### config.mk
export PLATFORM = sky130hd
export DESIGN_NAME = ffba_ctrl
export DESIGN_NICKNAME = d
export VERILOG_FILES = /design/src/sv/ffba_pkg.sv /design/src/sv/ffba_ctrl.sv
export SDC_FILE = /design/constraint.sdc
export NUM_CORES = 1
export LEC_CHECK = 0
export BUFFER_PORTS_ARGS = -buffer_cell sky130_fd_sc_hd__buf_2
export CORE_AREA = 2 2 39 41
export DETAILED_ROUTE_END_ITERATION = 16
export DIE_AREA = 0 0 41 43
export GPL_ROUTABILITY_DRIVEN = 0
export GPL_TIMING_DRIVEN = 0
export SYNTH_ARGS = -nofsm -noshare
export SYNTH_HDL_FRONTEND = slang
export SYNTH_SLANG_ARGS = --single-unit
export TNS_END_PERCENT = 5
### constraint.sdc
create_clock -name i_clk -period 3.85 [get_ports i_clk]
set_clock_uncertainty 0.15 [all_clocks]
set_input_delay 0.1925 -clock i_clk [delete_from_list [all_inputs] [get_ports i_clk]]
set_output_delay 0.1925 -clock i_clk [all_outputs]
set_load 0.05 [all_outputs]
### src/sv/ffba_pkg.sv
// Shared types, codes and constants of the first-fit block allocator.
package ffba_pkg;

    localparam int NUM_BLOCKS_DEF = 256;
    localparam int ADDR_SPAN      = 256;
    localparam int POS_W          = 9;
    localparam int MAP_W          = 8;
    localparam int WORD_W         = 32;
    localparam int CNT_W          = 32;

    localparam logic [2:0] FN_ALLOC   = 3'd0;
    localparam logic [2:0] FN_FREE    = 3'd1;
    localparam logic [2:0] FN_RD_VAL  = 3'd2;
    localparam logic [2:0] FN_WR_VAL  = 3'd3;
    localparam logic [2:0] FN_RD_LINK = 3'd4;
    localparam logic [2:0] FN_WR_LINK = 3'd5;
    localparam logic [2:0] FN_CLEAR   = 3'd6;

    typedef struct packed {
        logic [2:0]               func;
        logic [7:0]               addr;
        logic [7:0]               size;
        logic signed [WORD_W-1:0] data;
    } t_in_item;

    typedef struct packed {
        logic [7:0]               alloc_addr;
        logic signed [WORD_W-1:0] read_data;
        logic [CNT_W-1:0]         alloc_count;
        logic [CNT_W-1:0]         free_count;
        logic [CNT_W-1:0]         deref_count;
    } t_out_item;

    typedef struct packed {
        logic load;
        logic step;
        logic finish_alloc;
        logic exec;
    } t_cmd;

    typedef struct packed {
        logic req_alloc;
        logic hit;
        logic miss;
        logic out_free;
    } t_status;

endpackage

### src/sv/ffba_ctrl.sv
// Controller state machine of the first-fit block allocator.
module ffba_ctrl (
    input  logic             i_clk,
    input  logic             i_rst_n,
    input  logic             i_in_valid,
    output logic             o_in_ready,
    input  ffba_pkg::t_status i_status,
    output ffba_pkg::t_cmd   o_cmd
);

    localparam logic [1:0] ST_IDLE = 2'd0;
    localparam logic [1:0] ST_SCAN = 2'd1;
    localparam logic [1:0] ST_EXEC = 2'd2;

    logic [1:0] r_state;
    logic [1:0] n_state;

    always_comb begin
        n_state    = r_state;
        o_cmd      = '0;
        o_in_ready = 1'b0;
        case (r_state)
            ST_IDLE: begin
                o_in_ready = 1'b1;
                if (i_in_valid) begin
                    o_cmd.load = 1'b1;
                    n_state    = i_status.req_alloc ? ST_SCAN : ST_EXEC;
                end
            end
            ST_SCAN: begin
                if (i_status.hit || i_status.miss) begin
                    // hold the outcome until the output register is free
                    if (i_status.out_free) begin
                        o_cmd.finish_alloc = 1'b1;
                        n_state            = ST_IDLE;
                    end
                end else begin
                    o_cmd.step = 1'b1;
                end
            end
            ST_EXEC: begin
                if (i_status.out_free) begin
                    o_cmd.exec = 1'b1;
                    n_state    = ST_IDLE;
                end
            end
            default: n_state = ST_IDLE;
        endcase
    end

    always_ff @(posedge i_clk) begin
        if (!i_rst_n) begin
            r_state <= ST_IDLE;
        end else begin
            r_state <= n_state;
        end
    end

endmodule

==> flow_summary.toml <==
[synthesis]
ys_seq_area_share_pct = 21.8
syn_inst = 20
ys.warnings.count = 0
ys_ff_latch = 2
muxShareOfSynthArea_pct = 10.9
synth-simple-area-share_pct = 25.2
synthAdderAreaFrac_pct = 20.4
avgSynthCellArea_um2 = 9.20
synth-compound-area-share_pct = 13.6
synth_cell_types = 12
syn-num-nets = 30
netlist_area_um2 = 184
synth-xor-area-share_pct = 0
synth_top_family_by_area = "simple AND/OR/NAND/NOR gates"

[critical_path]
path_class = "register to output port"
crit_start = "r_state[1]"
worst-path-max-fanout = 3
reg2reg_from = "r_state[0]"
start_kind = "register"
timing.rr.end = "r_state[1]"
r2r_setup_slack_ps = 2320
reg2reg_depth = 4
cp.arrival_ps = 1300
critPathRequiredTime_ps = 3510
end_kind = "output port"

[clock_tree]
cts.clk_slew.worst_paths_ps = 30
cts.htree.levels = 1
clockBufferDepth = 2
cts_hold_buffers = 0
clock_latency_ps = 220
post_cts_buffers = 0
post_cts_resized = 0
cts-root-buf = "clkbuf_4"
cts_tree = "done"
cts_buffers = 3
numClockSinks = 2

[power]
powerDensity_mw_per_mm2 = 499
ir_worst_vdd_v = 0.000113
p_leak_nw = 0.154
p_comb_share_pct = 47.8
p_int_mw = 0.0811
swShare_pct = 42.2
power_frac_clock_pct = 32.6
seq_power_share_pct = 19.6
p_switching_mw = 0.0593

[timing]
worst_pin_slew_ps = 297
fin_setup_tns_ps = 0
rsz0062_at_grt = "no"
finalCriticalPeriod_ps = 1640
maxSlewViolCount = 0
finalHoldViolCount = 0
max_slew_margin_pct = 80.2
hold_ws_ps = 106
setup_viol = 0
max_freq_mhz = 610
fin_crit_sh_pct = 42.6

[flow_run]
drv_cap = 0

[hold_path]
worstHoldStart = "i_status[3]"
hold-path-endpoint = "r_state[0]"
hold_class = "input pin to register"
hold_depth = 3

[placed_design]
port_buffers = 11

[finish]
final_common_cell = "buf_2"
largest_register = "r_state"
area_growth_pct = 53.1
final_cell_mix = "buf_2 (11), inv_1 (4), ha_1 (3), clkbuf_4 (3)"
layout-drive-gt1-share_pct = 50.0
nets = 46
largest_reg_flops = 2
diodes = 0
largest_registers = "r_state (2)"

[routing]
drt_iter0_drc = 1
drt_wl_total_um = 421
vias = 185
detail-route-antenna-nets = 0
firstDrtPassIters = 4
drc = 0
via_per_inst = 3.70
wl_per_cell_um = 8.42

[die]
die_w_um = 41
num_rows = 14
ios = 12
die_area_mm2 = 0.00176
start_util_pct = 13.3
core-area_mm2 = 0.00138
die_y_um = 43

[global_route]
antenna_found_initial = 0
grt_pass1_vias = 190
track_usage_pct = 5.51
grt_pass1_wl_um = 634
grt_overflow_total = 0
grt_max_degree = 6

[run_status]
status = "finished, final reports clean"
## power by group through the flow
stage | Clock (mW) | Combinational, mW | Sequential, mW
floorplan | 0 | 0.0538 | 0.0269
global placement | 0 | 0.0668 | 0.0278
detailed placement | 0 | 0.0681 | 0.0282
CTS | 0.0495 | 0.0683 | 0.0279
global route | 0.0485 | 0.0733 | 0.0282
finish | 0.0458 | 0.0671 | 0.0276
## cell families after synthesis
logic type | count (synthesis)
AND/OR/NAND/NOR | 7
buffers and inverters | 4
multiplexers | 2
AO/OA/AOI/OAI | 2
adder cells (fa/ha/maj) | 3
flip-flops | 2
## synthesized netlist by cell type (all sizes together)
| library cell | number | area share [%] |
|---|---|---|
| inv | 4 | 8.2 |
| ha | 3 | 20 |
| and2 | 2 | 7.5 |
| dfxtp | 2 | 22 |
| mux2i | 2 | 11 |
| nand2 | 2 | 4.1 |
| a221oi | 1 | 8.2 |
| nand3 | 1 | 2.7 |
| nand3b | 1 | 4.1 |
| nor3b | 1 | 6.8 |
| o211a | 1 | 5.4 |
## through the flow
step	instance area [um2]	setup WS, ps	power (mW)	utilization [%]	std cells
global route	282	2100	0.150	20.3	50
CTS	282	2170	0.146	20.3	50
floorplan	184	2090	0.0807	-	20
global placement	259	2370	0.0945	18.7	47
detailed placement	259	2290	0.0963	18.7	47
finish	282	2210	0.140	20.3	50
## worst max-delay path by stage
stage | depth (start not counted) | to | slack (ps)
floorplan | 3 | o_cmd[3] | 2090
global placement | 4 | r_state[1] | 2370
detailed placement | 4 | r_state[1] | 2290
CTS | 4 | o_cmd[2] | 2170
global route | 4 | o_cmd[2] | 2100
finish | 4 | o_cmd[2] | 2210
## critical path, stage by stage, from the launching register on
cell and delay (ps):
dfxtp_1 310, inv_1 80, ha_1 150, nor3b_2 220
buf_2 300
## metal layers
metal	vias up	wire length, um	GRT usage (%)
met1	81	163	4.78
met2	9	212	8.75
met4	0	0	6.00
li1	95	-	-
met5	-	0	0
met3	0	45	1.57
## final cells by class
type | count | area (um2)
multi-input cells | 14 | 129
well taps | 16 | 20.0
flip-flops and latches | 2 | 40.0
clock buffers | 3 | 22.5
fillers | 157 | 1100
repair buffers | 11 | 55.1
inverters | 4 | 15.0
Power figures use the tool's default switching activity.
